$ cat src/rtl/bslr_pkg.sv
package bslr_pkg;

   // field widths
   localparam int COORD_W     = 6;
   localparam int SIZE_W      = 7;
   localparam int RAD_W       = 4;
   localparam int ERR_W       = 9;
   localparam int CSR_IDX_W   = 2;
   localparam int CSR_DATA_W  = 7;
   localparam int REQ_TDATA_W = 16;
   localparam int RSP_TDATA_W = 40;

   // register indexes on the csr port
   localparam logic [CSR_IDX_W-1:0] CSR_GRID_COLS    = 2'd0;
   localparam logic [CSR_IDX_W-1:0] CSR_GRID_ROWS    = 2'd1;
   localparam logic [CSR_IDX_W-1:0] CSR_BRUSH_RADIUS = 2'd2;

   // register reset values
   localparam logic [SIZE_W-1:0] GRID_SIZE_RESET    = 7'd64;
   localparam logic [RAD_W-1:0]  BRUSH_RADIUS_RESET = 4'd1;

   // controller to datapath
   typedef struct packed {
      logic load;   // pressed sample taken: set up a new line
      logic lift;   // released sample taken: pen up
      logic emit;   // register current point into the output slot and step
   } dp_cmd_type;

   // datapath to controller
   typedef struct packed {
      logic at_target;  // current point is the line end
      logic at_cap;     // current point is the last one allowed
   } dp_sts_type;

endpackage

$ cat src/rtl/bslr_ctrl.sv
module bslr_ctrl (
   input  logic                   clock,
   input  logic                   reset,
   input  logic                   req_tvalid,
   input  logic                   req_pressed,
   output logic                   req_tready,
   output logic                   rsp_tvalid,
   input  logic                   rsp_tready,
   input  bslr_pkg::dp_sts_type   sts,
   output bslr_pkg::dp_cmd_type   cmd
);
   import bslr_pkg::*;

   localparam logic ST_IDLE = 1'b0;
   localparam logic ST_WALK = 1'b1;

   logic state_ff, state_in;
   logic rsp_valid_ff, rsp_valid_in;
   logic accept;
   logic slot_free;

   assign req_tready = (state_ff == ST_IDLE);
   assign accept     = req_tvalid & req_tready;
   assign slot_free  = ~rsp_valid_ff | rsp_tready;

   assign cmd.load = accept & req_pressed;
   assign cmd.lift = accept & ~req_pressed;
   assign cmd.emit = (state_ff == ST_WALK) & slot_free;

   always_comb begin
      state_in = state_ff;
      case (state_ff)
         ST_IDLE: begin
            if (cmd.load) state_in = ST_WALK;
         end
         ST_WALK: begin
            if (cmd.emit && (sts.at_target || sts.at_cap)) state_in = ST_IDLE;
         end
         default: state_in = ST_IDLE;
      endcase
   end

   always_comb begin
      rsp_valid_in = rsp_valid_ff;
      if (cmd.emit) rsp_valid_in = 1'b1;
      else if (rsp_tready) rsp_valid_in = 1'b0;
   end

   always_ff @(posedge clock) begin
      if (reset) begin
         state_ff     <= ST_IDLE;
         rsp_valid_ff <= 1'b0;
      end else begin
         state_ff     <= state_in;
         rsp_valid_ff <= rsp_valid_in;
      end
   end

   assign rsp_tvalid = rsp_valid_ff;

endmodule

$ cat src/rtl/bslr_datapath.sv
module bslr_datapath #(
   parameter int GRID_MAX = 64
) (
   input  logic                                 clock,
   input  logic                                 reset,
   input  bslr_pkg::dp_cmd_type                 cmd,
   output bslr_pkg::dp_sts_type                 sts,
   input  logic                                 csr_write,
   input  logic [bslr_pkg::CSR_IDX_W-1:0]       csr_index,
   input  logic [bslr_pkg::CSR_DATA_W-1:0]      csr_data,
   input  logic [bslr_pkg::COORD_W-1:0]         req_col,
   input  logic [bslr_pkg::COORD_W-1:0]         req_row,
   output logic [bslr_pkg::COORD_W-1:0]         point_col,
   output logic [bslr_pkg::COORD_W-1:0]         point_row,
   output logic [bslr_pkg::COORD_W-1:0]         col_lo,
   output logic [bslr_pkg::COORD_W-1:0]         col_hi,
   output logic [bslr_pkg::COORD_W-1:0]         row_lo,
   output logic [bslr_pkg::COORD_W-1:0]         row_hi,
   output logic                                 last_point
);
   import bslr_pkg::*;

   localparam int CNT_W = $clog2(GRID_MAX);
   localparam logic [SIZE_W-1:0] SIZE_MAX  = SIZE_W'(GRID_MAX);
   localparam logic [CNT_W-1:0]  CNT_LAST  = CNT_W'(GRID_MAX - 1);

   // configuration
   logic [SIZE_W-1:0] grid_cols_ff, grid_rows_ff;
   logic [RAD_W-1:0]  brush_radius_ff;

   // stroke state
   logic               pen_down_ff;
   logic [COORD_W-1:0] prev_col_ff, prev_row_ff;

   // line walk
   logic [COORD_W-1:0]     x_ff, y_ff, tc_ff, tr_ff;
   logic                   x_neg_ff, y_neg_ff;
   logic signed [ERR_W-1:0] dx_ff, dy_ff, err_ff;
   logic [CNT_W-1:0]       cnt_ff;

   // output slot
   logic [COORD_W-1:0] point_col_ff, point_row_ff;
   logic [COORD_W-1:0] col_lo_ff, col_hi_ff, row_lo_ff, row_hi_ff;
   logic               last_point_ff;

   logic [SIZE_W-1:0] ncols_m1, nrows_m1;
   logic [COORD_W-1:0] tc_in, tr_in, x0, y0;
   logic signed [COORD_W+1:0] col_diff, row_diff;
   logic [COORD_W+1:0] col_abs, row_abs;
   logic signed [ERR_W-1:0] dx_in, dy_in;
   logic signed [ERR_W:0]   e2;
   logic step_x, step_y;
   logic [SIZE_W-1:0] x_ext, y_ext, rad_ext, chi_sum, rhi_sum;

   function automatic logic [SIZE_W-1:0] size_m1(input logic [SIZE_W-1:0] v);
      logic [SIZE_W-1:0] s;
      if (v == '0) s = SIZE_W'(1);
      else if (v > SIZE_MAX) s = SIZE_MAX;
      else s = v;
      return s - SIZE_W'(1);
   endfunction

   assign ncols_m1 = size_m1(grid_cols_ff);
   assign nrows_m1 = size_m1(grid_rows_ff);

   // pointer clamped to the grid in use
   assign tc_in = ({1'b0, req_col} > ncols_m1) ? ncols_m1[COORD_W-1:0] : req_col;
   assign tr_in = ({1'b0, req_row} > nrows_m1) ? nrows_m1[COORD_W-1:0] : req_row;
   assign x0 = pen_down_ff ? prev_col_ff : tc_in;
   assign y0 = pen_down_ff ? prev_row_ff : tr_in;

   assign col_diff = $signed({2'b00, tc_in}) - $signed({2'b00, x0});
   assign row_diff = $signed({2'b00, tr_in}) - $signed({2'b00, y0});
   assign col_abs  = col_diff[COORD_W+1] ? $unsigned(-col_diff) : $unsigned(col_diff);
   assign row_abs  = row_diff[COORD_W+1] ? $unsigned(-row_diff) : $unsigned(row_diff);
   assign dx_in    = ERR_W'(col_abs);
   assign dy_in    = -ERR_W'(row_abs);

   // bresenham decision
   assign e2     = {err_ff, 1'b0};
   assign step_x = e2 >= (ERR_W+1)'(dy_ff);
   assign step_y = e2 <= (ERR_W+1)'(dx_ff);

   assign sts.at_target = (x_ff == tc_ff) && (y_ff == tr_ff);
   assign sts.at_cap    = (cnt_ff == CNT_LAST);

   // brush rectangle
   assign x_ext   = SIZE_W'(x_ff);
   assign y_ext   = SIZE_W'(y_ff);
   assign rad_ext = SIZE_W'(brush_radius_ff);
   assign chi_sum = x_ext + rad_ext;
   assign rhi_sum = y_ext + rad_ext;

   always_ff @(posedge clock) begin
      if (reset) begin
         grid_cols_ff    <= GRID_SIZE_RESET;
         grid_rows_ff    <= GRID_SIZE_RESET;
         brush_radius_ff <= BRUSH_RADIUS_RESET;
      end else if (csr_write) begin
         case (csr_index)
            CSR_GRID_COLS:    grid_cols_ff    <= csr_data;
            CSR_GRID_ROWS:    grid_rows_ff    <= csr_data;
            CSR_BRUSH_RADIUS: brush_radius_ff <= csr_data[RAD_W-1:0];
            default: ;
         endcase
      end
   end

   always_ff @(posedge clock) begin
      if (reset) begin
         pen_down_ff <= 1'b0;
         prev_col_ff <= '0;
         prev_row_ff <= '0;
      end else if (cmd.load) begin
         pen_down_ff <= 1'b1;
         prev_col_ff <= tc_in;
         prev_row_ff <= tr_in;
      end else if (cmd.lift) begin
         pen_down_ff <= 1'b0;
      end
   end

   always_ff @(posedge clock) begin
      if (cmd.load) begin
         x_ff     <= x0;
         y_ff     <= y0;
         tc_ff    <= tc_in;
         tr_ff    <= tr_in;
         x_neg_ff <= ~(x0 < tc_in);
         y_neg_ff <= ~(y0 < tr_in);
         dx_ff    <= dx_in;
         dy_ff    <= dy_in;
         err_ff   <= dx_in + dy_in;
         cnt_ff   <= '0;
      end else if (cmd.emit) begin
         if (step_x) x_ff <= x_neg_ff ? x_ff - COORD_W'(1) : x_ff + COORD_W'(1);
         if (step_y) y_ff <= y_neg_ff ? y_ff - COORD_W'(1) : y_ff + COORD_W'(1);
         err_ff <= err_ff + (step_x ? dy_ff : '0) + (step_y ? dx_ff : '0);
         cnt_ff <= cnt_ff + CNT_W'(1);
      end
   end

   always_ff @(posedge clock) begin
      if (cmd.emit) begin
         point_col_ff  <= x_ff;
         point_row_ff  <= y_ff;
         col_lo_ff     <= (x_ext < rad_ext) ? '0 : COORD_W'(x_ext - rad_ext);
         row_lo_ff     <= (y_ext < rad_ext) ? '0 : COORD_W'(y_ext - rad_ext);
         col_hi_ff     <= (chi_sum > ncols_m1) ? ncols_m1[COORD_W-1:0]
                                               : chi_sum[COORD_W-1:0];
         row_hi_ff     <= (rhi_sum > nrows_m1) ? nrows_m1[COORD_W-1:0]
                                               : rhi_sum[COORD_W-1:0];
         last_point_ff <= sts.at_target;
      end
   end

   assign point_col  = point_col_ff;
   assign point_row  = point_row_ff;
   assign col_lo     = col_lo_ff;
   assign col_hi     = col_hi_ff;
   assign row_lo     = row_lo_ff;
   assign row_hi     = row_hi_ff;
   assign last_point = last_point_ff;

endmodule

$ cat src/rtl/brush_stroke_line_rasterizer.sv
// Turns pointer samples into the brush rectangles of a drawn stroke. A sample
// carries a grid cell in req_tdata and the button state in req_tuser. A pressed
// sample that continues a stroke walks a Bresenham line (any octant) from the
// last pressed cell to the new one; a pressed sample that opens a stroke visits
// only its own cell. Every visited point comes out as one rsp transfer with the
// square brush rectangle around it clamped to the grid in use, and tlast marks
// the line end. A released sample lifts the pen and yields nothing. Pointer
// cells beyond the grid are clamped to its last row and column. The block
// takes one sample at a time; a pressed sample is first set up, then its line
// points follow, produced by the single Bresenham step unit at one point a
// cycle while the output slot is free. The output register lets the next
// sample be taken while the final point still waits. Registers are written
// over the csr port, which is always ready.
module brush_stroke_line_rasterizer #(
   parameter int GRID_MAX = 64   // largest grid side, 2..64
) (
   input  logic                                clock,
   input  logic                                reset,

   // pointer samples
   input  logic                                req_tvalid,
   output logic                                req_tready,
   input  logic [bslr_pkg::REQ_TDATA_W-1:0]    req_tdata,  // pointer_col, pointer_row, pad
   input  logic [0:0]                          req_tuser,  // pressed

   // brush rectangles, one per line point
   output logic                                rsp_tvalid,
   input  logic                                rsp_tready,
   output logic [bslr_pkg::RSP_TDATA_W-1:0]    rsp_tdata,  // point_col, point_row, col_lo,
                                                           // col_hi, row_lo, row_hi, pad
   output logic                                rsp_tlast,  // last_point

   // register writes
   input  logic                                csr_valid,
   output logic                                csr_ready,
   input  logic [bslr_pkg::CSR_IDX_W-1:0]      csr_index,
   input  logic [bslr_pkg::CSR_DATA_W-1:0]     csr_data
);
   import bslr_pkg::*;

   dp_cmd_type cmd;
   dp_sts_type sts;

   logic [COORD_W-1:0] point_col, point_row, col_lo, col_hi, row_lo, row_hi;

   // register writes never stall
   assign csr_ready = 1'b1;

   // sequencing: sample intake, line walk, output slot valid
   bslr_ctrl u_ctrl (
      .clock       (clock),
      .reset       (reset),
      .req_tvalid  (req_tvalid),
      .req_pressed (req_tuser[0]),
      .req_tready  (req_tready),
      .rsp_tvalid  (rsp_tvalid),
      .rsp_tready  (rsp_tready),
      .sts         (sts),
      .cmd         (cmd)
   );

   // registers, stroke state, line stepper and output payload
   bslr_datapath #(
      .GRID_MAX (GRID_MAX)
   ) u_datapath (
      .clock      (clock),
      .reset      (reset),
      .cmd        (cmd),
      .sts        (sts),
      .csr_write  (csr_valid & csr_ready),
      .csr_index  (csr_index),
      .csr_data   (csr_data),
      .req_col    (req_tdata[COORD_W-1:0]),
      .req_row    (req_tdata[2*COORD_W-1:COORD_W]),
      .point_col  (point_col),
      .point_row  (point_row),
      .col_lo     (col_lo),
      .col_hi     (col_hi),
      .row_lo     (row_lo),
      .row_hi     (row_hi),
      .last_point (rsp_tlast)
   );

   // pack the result fields from the lowest bit up
   assign rsp_tdata = {(RSP_TDATA_W - 6*COORD_W)'(0),
                       row_hi, row_lo, col_hi, col_lo, point_row, point_col};

endmodule

$ cat config.mk
export PLATFORM = sky130hd
export DESIGN_NAME = brush_stroke_line_rasterizer
export DESIGN_NICKNAME = d
export VERILOG_FILES = /design/src/rtl/bslr_pkg.sv /design/src/rtl/bslr_ctrl.sv /design/src/rtl/bslr_datapath.sv /design/src/rtl/brush_stroke_line_rasterizer.sv
export SDC_FILE = /design/constraint.sdc
export NUM_CORES = 1
export LEC_CHECK = 0
export BUFFER_PORTS_ARGS = -buffer_cell sky130_fd_sc_hd__buf_2
export CORE_ASPECT_RATIO = 0.8
export CORE_MARGIN = 4
export CORE_UTILIZATION = 35
export CTS_CLUSTER_SIZE = 20
export DETAILED_ROUTE_END_ITERATION = 10
export GPL_TIMING_DRIVEN = 1
export PLACE_DENSITY = 0.47
export SKIP_LAST_GASP = 1
export SLEW_MARGIN = 20
export SYNTH_ARGS = -nofsm -noshare
export SYNTH_HDL_FRONTEND = slang
export SYNTH_SLANG_ARGS = --single-unit
$ cat constraint.sdc
create_clock -name clock -period 11.6 [get_ports clock]
set_clock_uncertainty 0.05 [all_clocks]
set_input_delay 2.32 -clock clock [delete_from_list [all_inputs] [get_ports clock]]
set_output_delay 2.32 -clock clock [all_outputs]
set_load 0.05 [all_outputs]
# Word level (Yosys, flattened, before mapping)
# Cells that the tools add are included.
dict set report totals {
  reg_bits 128
}
dict set report op_classes {
  eq_ne 5
  n_addsub 19
  n_mux 31
  n_reduce_logical 16
  n_lt_le_gt_ge 12
  n_bitwise 10
}
# operator n
set op_table {}
lappend op_table {{$mux W6} 14}
lappend op_table {{$mux W7} 4}
lappend op_table {{$add A9 B9 Y9} 3}
lappend op_table {{$mux W9} 3}
lappend op_table {{$mux W8} 3}
lappend op_table {{$add A6 B1 Y6 const B} 3}
lappend op_table {{$neg A8 Y8} 2}
lappend op_table {{$add A6 B4 Y7} 2}
lappend op_table {{$gt A6 B7 Y1} 2}
lappend op_table {{$gt A7 B7 Y1} 2}
lappend op_table {{$gt A7 B7 Y1 const B} 2}
lappend op_table {{$logic_not A7 Y1} 2}
lappend op_table {{$sub A6 B6 Y7} 2}
lappend op_table {{$sub A7 B1 Y7 const B} 2}
lappend op_table {{$eq A6 B6 Y1} 2}
lappend op_table {{$lt A6 B4 Y1} 2}
lappend op_table {{$lt A6 B6 Y1} 2}
lappend op_table {{$sub A6 B1 Y6 const B} 2}
lappend op_table {{$sub A6 B4 Y6} 2}
lappend op_table {{$ge A10 B9 Y1} 1}
lappend op_table {{$le A10 B9 Y1} 1}
lappend op_table {{$reduce_and A2 Y1} 5}
lappend op_table {{$reduce_bool A2 Y1} 5}
lappend op_table {{$neg A8 Y9} 1}
lappend op_table {{other kinds (11)} 24}

# Logic depth before layout (Yosys ltp)
dict set report logic_depth {
  depth_word 13
  depth_mapped 40
  mapped_depth_nobuf 40
}

# By module
# From an unflattened synthesis, not the netlist that was laid out.
dict set report unflattened {
  hier_cells 967
  hier_area_um2 9390.3
}
# mod n_inst cells_per_inst area_each_um2 seq_area_each_um2
set modules_own_cells {}
lappend modules_own_cells {bslr_datapath 1 946 9231.4 3413.3}
lappend modules_own_cells {bslr_ctrl 1 14 113.9 40.0}
lappend modules_own_cells {brush_stroke_line_rasterizer 1 7 45.0 0.0}

# Worst setup path before layout
# Ideal clock, no wire load.
dict set report synth_path {
  path_type {in2reg}
  startpoint {in req_tdata[8] in the netlist's numbering}
  endpoint {reg u_datapath.err_ff[8] (data pin)}
  path_buffers 0
  setup_ns 0.262
  t_arrival_ns 7.837
  t_required_ns 11.288
  path_stages 35
  path_slack_ns 3.451
  path_cell_list {ha_1 > a21oi_1 > a2bb2oi_1 > nand3_1 > o211a_1 > nor2_1 > nor2_1 > a21oi_1 > inv_1 > mux2_2 > ha_1 > fa_1 > a21oi_1 > a211oi_1 > a41oi_1 > o31ai_1 > o211ai_1 > a31oi_1 > nand2b_1 > nand2_1 > ha_1 > mux2_2 > o2bb2ai_1 > xnor2_1 > ha_1 > inv_1 > a21oi_1 > o21ai_0 > a21boi_0 > o21ai_0 > nand2b_1 > nand2_1 > a21o_1 > o221ai_1 > nor3b_2}
}
dict set report synth_via {
  elab_chain_cells 9
}
# element line_no
set synth_rtl {}
lappend synth_rtl {{from (decl)} brush_stroke_line_rasterizer.sv:23} ;# input logic [bslr_pkg::REQ_TDATA_W-1:0] req_tdata,
lappend synth_rtl {{$gt A6 B7 Y1 (*)} bslr_datapath.sv:68} ;# assign tr_in = ({1'b0, req_row} > nrows_m1) ? nrows_m1[COORD_W-1:0] : req_row;
lappend synth_rtl {{$mux W6 (*)} bslr_datapath.sv:68}
lappend synth_rtl {{net u_datapath.tr_in[0]} bslr_datapath.sv:47} ;# logic [COORD_W-1:0] tc_in, tr_in, x0, y0;
lappend synth_rtl {{$mux W6} bslr_datapath.sv:70} ;# assign y0 = pen_down_ff ? prev_row_ff : tr_in;
lappend synth_rtl {{$sub A6 B6 Y7 (*)} bslr_datapath.sv:73} ;# assign row_diff = $signed({2'b00, tr_in}) - $signed({2'b00, y0});
lappend synth_rtl {{$neg A8 Y8} bslr_datapath.sv:75} ;# assign row_abs = row_diff[COORD_W+1] ? $unsigned(-row_diff) : $unsigned(row_diff);
lappend synth_rtl {{$mux W8 (*)} bslr_datapath.sv:75}
lappend synth_rtl {{$neg A8 Y9 (*)} bslr_datapath.sv:77} ;# assign dy_in = -ERR_W'(row_abs);
lappend synth_rtl {{net u_datapath.dy_in[4]} bslr_datapath.sv:50} ;# logic signed [ERR_W-1:0] dx_in, dy_in;
lappend synth_rtl {{$add A9 B9 Y9 (*)} bslr_datapath.sv:133} ;# err_ff <= dx_in + dy_in;
lappend synth_rtl {{$mux W9 (*)} bslr_datapath.sv:124} ;# if (cmd.load) begin
lappend synth_rtl {{to (signal assigned)} bslr_datapath.sv:133}
lappend synth_rtl {{to (signal assigned)} bslr_datapath.sv:138} ;# err_ff <= err_ff + (step_x ? dy_ff : '0) + (step_y ? dx_ff : '0);
lappend synth_rtl {{to (decl)} bslr_datapath.sv:38} ;# logic signed [ERR_W-1:0] dx_ff, dy_ff, err_ff;
# Mark *: on every way through the listed nets, which the timed path passes. The rest lies on a longest branch.
# A chain may end at the register's enable or synchronous reset.

# Worst setup path in the final report
# Ends and elaborated chain as after synthesis.

==> results.json <==
{
  "critPathCaptureType": "register",
  "r2r_start": "u_datapath.grid_rows_ff[4]$_SDFFE_PP0P_",
  "netlist_instances": 1019,
  "final_core_util_pct": 40.6,
  "syn_area_sq_um": 9490,
  "ant_nets": 0,
  "crit_fanout": 6,
  "io_pins": 75,
  "synth_edf_count": 89,
  "arrival_ns": 9.48,
  "clock_latency_ns": 0.42,
  "syn_area_per_cell_sq_um": 9.31,
  "via_count": 7164,
  "hp-class": "reg2reg",
  "cp_slowest_stage_delay_ns": 0.46,
  "ys_seq_elements": 128,
  "synth_top_flop_cell": "edfxtp_1",
  "timing_worst_slew_pin_value_ns": 0.869,
  "drcViolationCount": 0,
  "clk_pin_slew_worst_paths_ns": 0.06,
  "nets": 1217,
  "via_per_inst": 4.95,
  "setup_slack_ns": 2.35,
  "placed_area_sq_um": 10200,
  "worstSetupPathType": "in2reg",
  "drtPass1Iterations": 5,
  "cts_tree": "built",
  "startpoint_type": "input port",
  "ir_worst_vdd_mv": 0.107,
  "switchingPower_mw": 1.02,
  "start_util_pct": 35.9,
  "synth_warnings": 0,
  "syn_to_final_growth_pct": 13.3,
  "required_ns": 11.82,
  "port-buffer-count": 65,
  "grt_max_degree": 50,
  "wl_um": 23600,
  "hp-start": "u_datapath.prev_col_ff[2]$_SDFFE_PP0P_",
  "layout_min_cycle_time_ns": 9.25,
  "cts_buffers": 17,
  "pwr-share-comb_pct": 51.7,
  "timing.final.crit_share_pct": 79.8,
  "die_x_um": 192,
  "synth-async-reset-ratio_pct": 0,
  "drive_gt1_share_pct": 12.0,
  "rsz0062_at_grt": "false",
  "cts_max_path_buffers": 2,
  "cts_sinks": 128,
  "routedWlPerCell_um": 16.3,
  "pwr-share-seq_pct": 27.1,
  "core_area_sq_um": 26500,
  "cts_hold_buf": 0,
  "outcome": "completed",
  "antenna_found_initial": 0,
  "p_leak_nw": 4.68,
  "drt-initial-drc-count": 347,
  "root_buffer": "clkbuf_16",
  "worstSetupStartpoint": "req_tdata[8]",
  "yosysTopAreaCellShare_pct": 28.2,
  "synthDistinctLibCells": 75,
  "hold_viol": 0,
  "die_h_um": 155,
  "place_congestion": 0.799,
  "synth.largest_area_cell": "edfxtp_1",
  "htreeDepth": 4,
  "gr-total-overflow": 0,
  "seq_area_frac_synth_pct": 36.4,
  "post-cts-setup-buffers": 0,
  "pwr-share-clk_pct": 21.2,
  "dpl.hpwl_um": 18100,
  "powerDensity_nw_per_um2": 233,
  "track_usage_pct": 16.3,
  "swShare_pct": 40.6,
  "row_count": 53,
  "final.setup.tns_ns": 0,
  "fin_area_sq_um": 10800,
  "max-cap-violations": 0,
  "grt_pass1_wl_um": 37900,
  "synthTopCellsByArea": "edfxtp_1 (28%), ha_1 (12%), dfxtp_1 (8.2%)",
  "finalSetupViolations": 0,
  "first_global_vias": 6819,
  "post_cts_resized": 0,
  "antennaDiodeCount": 0,
  "regToRegSetupSlack_ns": 2.72,
  "max_freq_ghz": 0.108,
  "p_int_mw": 1.49,
  "power.total_mw": 2.51,
  "relSlewSlack_pct": 41.7,
  "die_area_sq_um": 29800,
  "slew_violations": 0,
  "pre_cts_ws_ns": 1.91,
  "slowest_stage": "fa_1"
}
==> layer usage <==
layer  share of wire, %  global-route usage (%)  wire (um)  vias to the layer above
met2                 41                    23.4       9700                      104
li1                   -                       -          -                     3685
met5                  0                       0          0                        -
met4                1.3                    4.51        308                        0
met3                3.7                    2.60        883                       20
met1                 54                    25.3      12700                     3355
==> flip-flops by register name, summed over array words and instances, names as in the netlist, 7 cells and up <==
| register | count |
|---|---|
| u_datapath.dy_ff | 9 |
| u_datapath.err_ff | 9 |
| u_datapath.dx_ff | 8 |
| u_datapath.grid_cols_ff | 7 |
| u_datapath.grid_rows_ff | 7 |
==> cell usage after synthesis (all sizes together), types with 4 or more instances <==
cell    number
ha          90
or2          9
clkbuf      22
a211oi       5
inv        107
nand4       11
o21ai       44
mux2i       29
nor4         4
fa          18
dfxtp       39
buf         14
nor2b       26
o21a         9
and2         8
nand3        9
nand3b       4
xor2        20
nand2       72
mux2         6
a21oi       73
o22ai        5
a41oi        4
o211ai       6
and3         4
a31oi        7
a21o        21
edfxtp      89
xnor2       47
a221oi       4
nor2       114
a211o        7
o21bai       8
o31ai        6
nor3b        4
nor3        18
nand2b      14
==> cells in the final DEF (no fill, tap or decap), types with 8 or more instances in the layout <==
cell type / synthesis / final
nor2_1: 114 / 113
inv_1: 106 / 105
ha_1: 90 / 90
edfxtp_1: 89 / 89
a21oi_1: 73 / 73
nand2_1: 72 / 72
buf_2: 3 / 65
xnor2_1: 47 / 47
dfxtp_1: 39 / 39
o21ai_0: 39 / 38
mux2i_1: 29 / 29
nor2b_1: 26 / 26
a21o_1: 21 / 21
xor2_1: 20 / 20
nor3_1: 18 / 18
fa_1: 18 / 18
clkbuf_16: 0 / 17
nand2b_1: 14 / 14
nand4_1: 11 / 11
o21a_1: 9 / 9
nand3_1: 9 / 8
and2_1: 8 / 8
o21bai_1: 8 / 8
conb_1: 2 / 8
==> layout make-up <==
type / instances / area [sq um]
flip-flops and latches: 128 / 3450
repair buffers: 70 / 363
well taps: 357 / 447
clock buffers: 21 / 460
inverters: 107 / 402
clock inverters: 11 / 114
fillers: 2660 / 15700
multi-input cells: 754 / 5510
==> final timing paths <==
path	cells past startpoint	endpoint
max	36	u_datapath.err_ff[8]$_DFFE_PP_
min	2	u_datapath.prev_col_ff[2]$_SDFFE_PP0P_
max reg2reg	38	u_datapath.err_ff[8]$_DFFE_PP_
min reg2reg	2	u_datapath.prev_col_ff[2]$_SDFFE_PP0P_
==> critical path, delay by kind of cell <==
family	cells	cell delay, ns
buffers and inverters	2	0.23
AO/OA/AOI/OAI	17	3.34
AND/OR/NAND/NOR	11	1.76
multiplexers	1	0.29
adder cells (fa/ha/maj)	5	1.53
==> cell families (layout without fill, tap and decap cells) <==
group	count (synthesis)	in the layout	synth area share [%]
simple gates	310	310	15.9
compound gates	224	224	15.9
buf+inv	143	209	5.90
flops	128	128	36.4
fa+ha+maj	110	110	15.9
xor+xnor	67	67	6.19
mux	35	35	3.77
other cells	2	8	0.0792
==> power groups by stage <==
stage / sequential [mW] / combinational (mW) / clock (mW)
finish: 0.679 / 1.30 / 0.532
global route: 0.689 / 1.50 / 0.569
CTS: 0.681 / 1.31 / 0.548
detailed placement: 0.690 / 1.30 / 0
global placement: 0.691 / 1.29 / 0
floorplan: 0.703 / 0.996 / 0
==> stage by stage <==
| stage | hold slack [ns] | instances |
|---|---|---|
| 5_1_grt | 0.433 | 1448 |
| 3_3_place_gp | 0.396 | 1416 |
| 3_5_place_dp | 0.401 | 1416 |
| 2_1_floorplan | 0.374 | 1025 |
| 6_report | 0.412 | 1448 |
| 4_1_cts | 0.409 | 1448 |
Power figures use the tool's default switching activity.
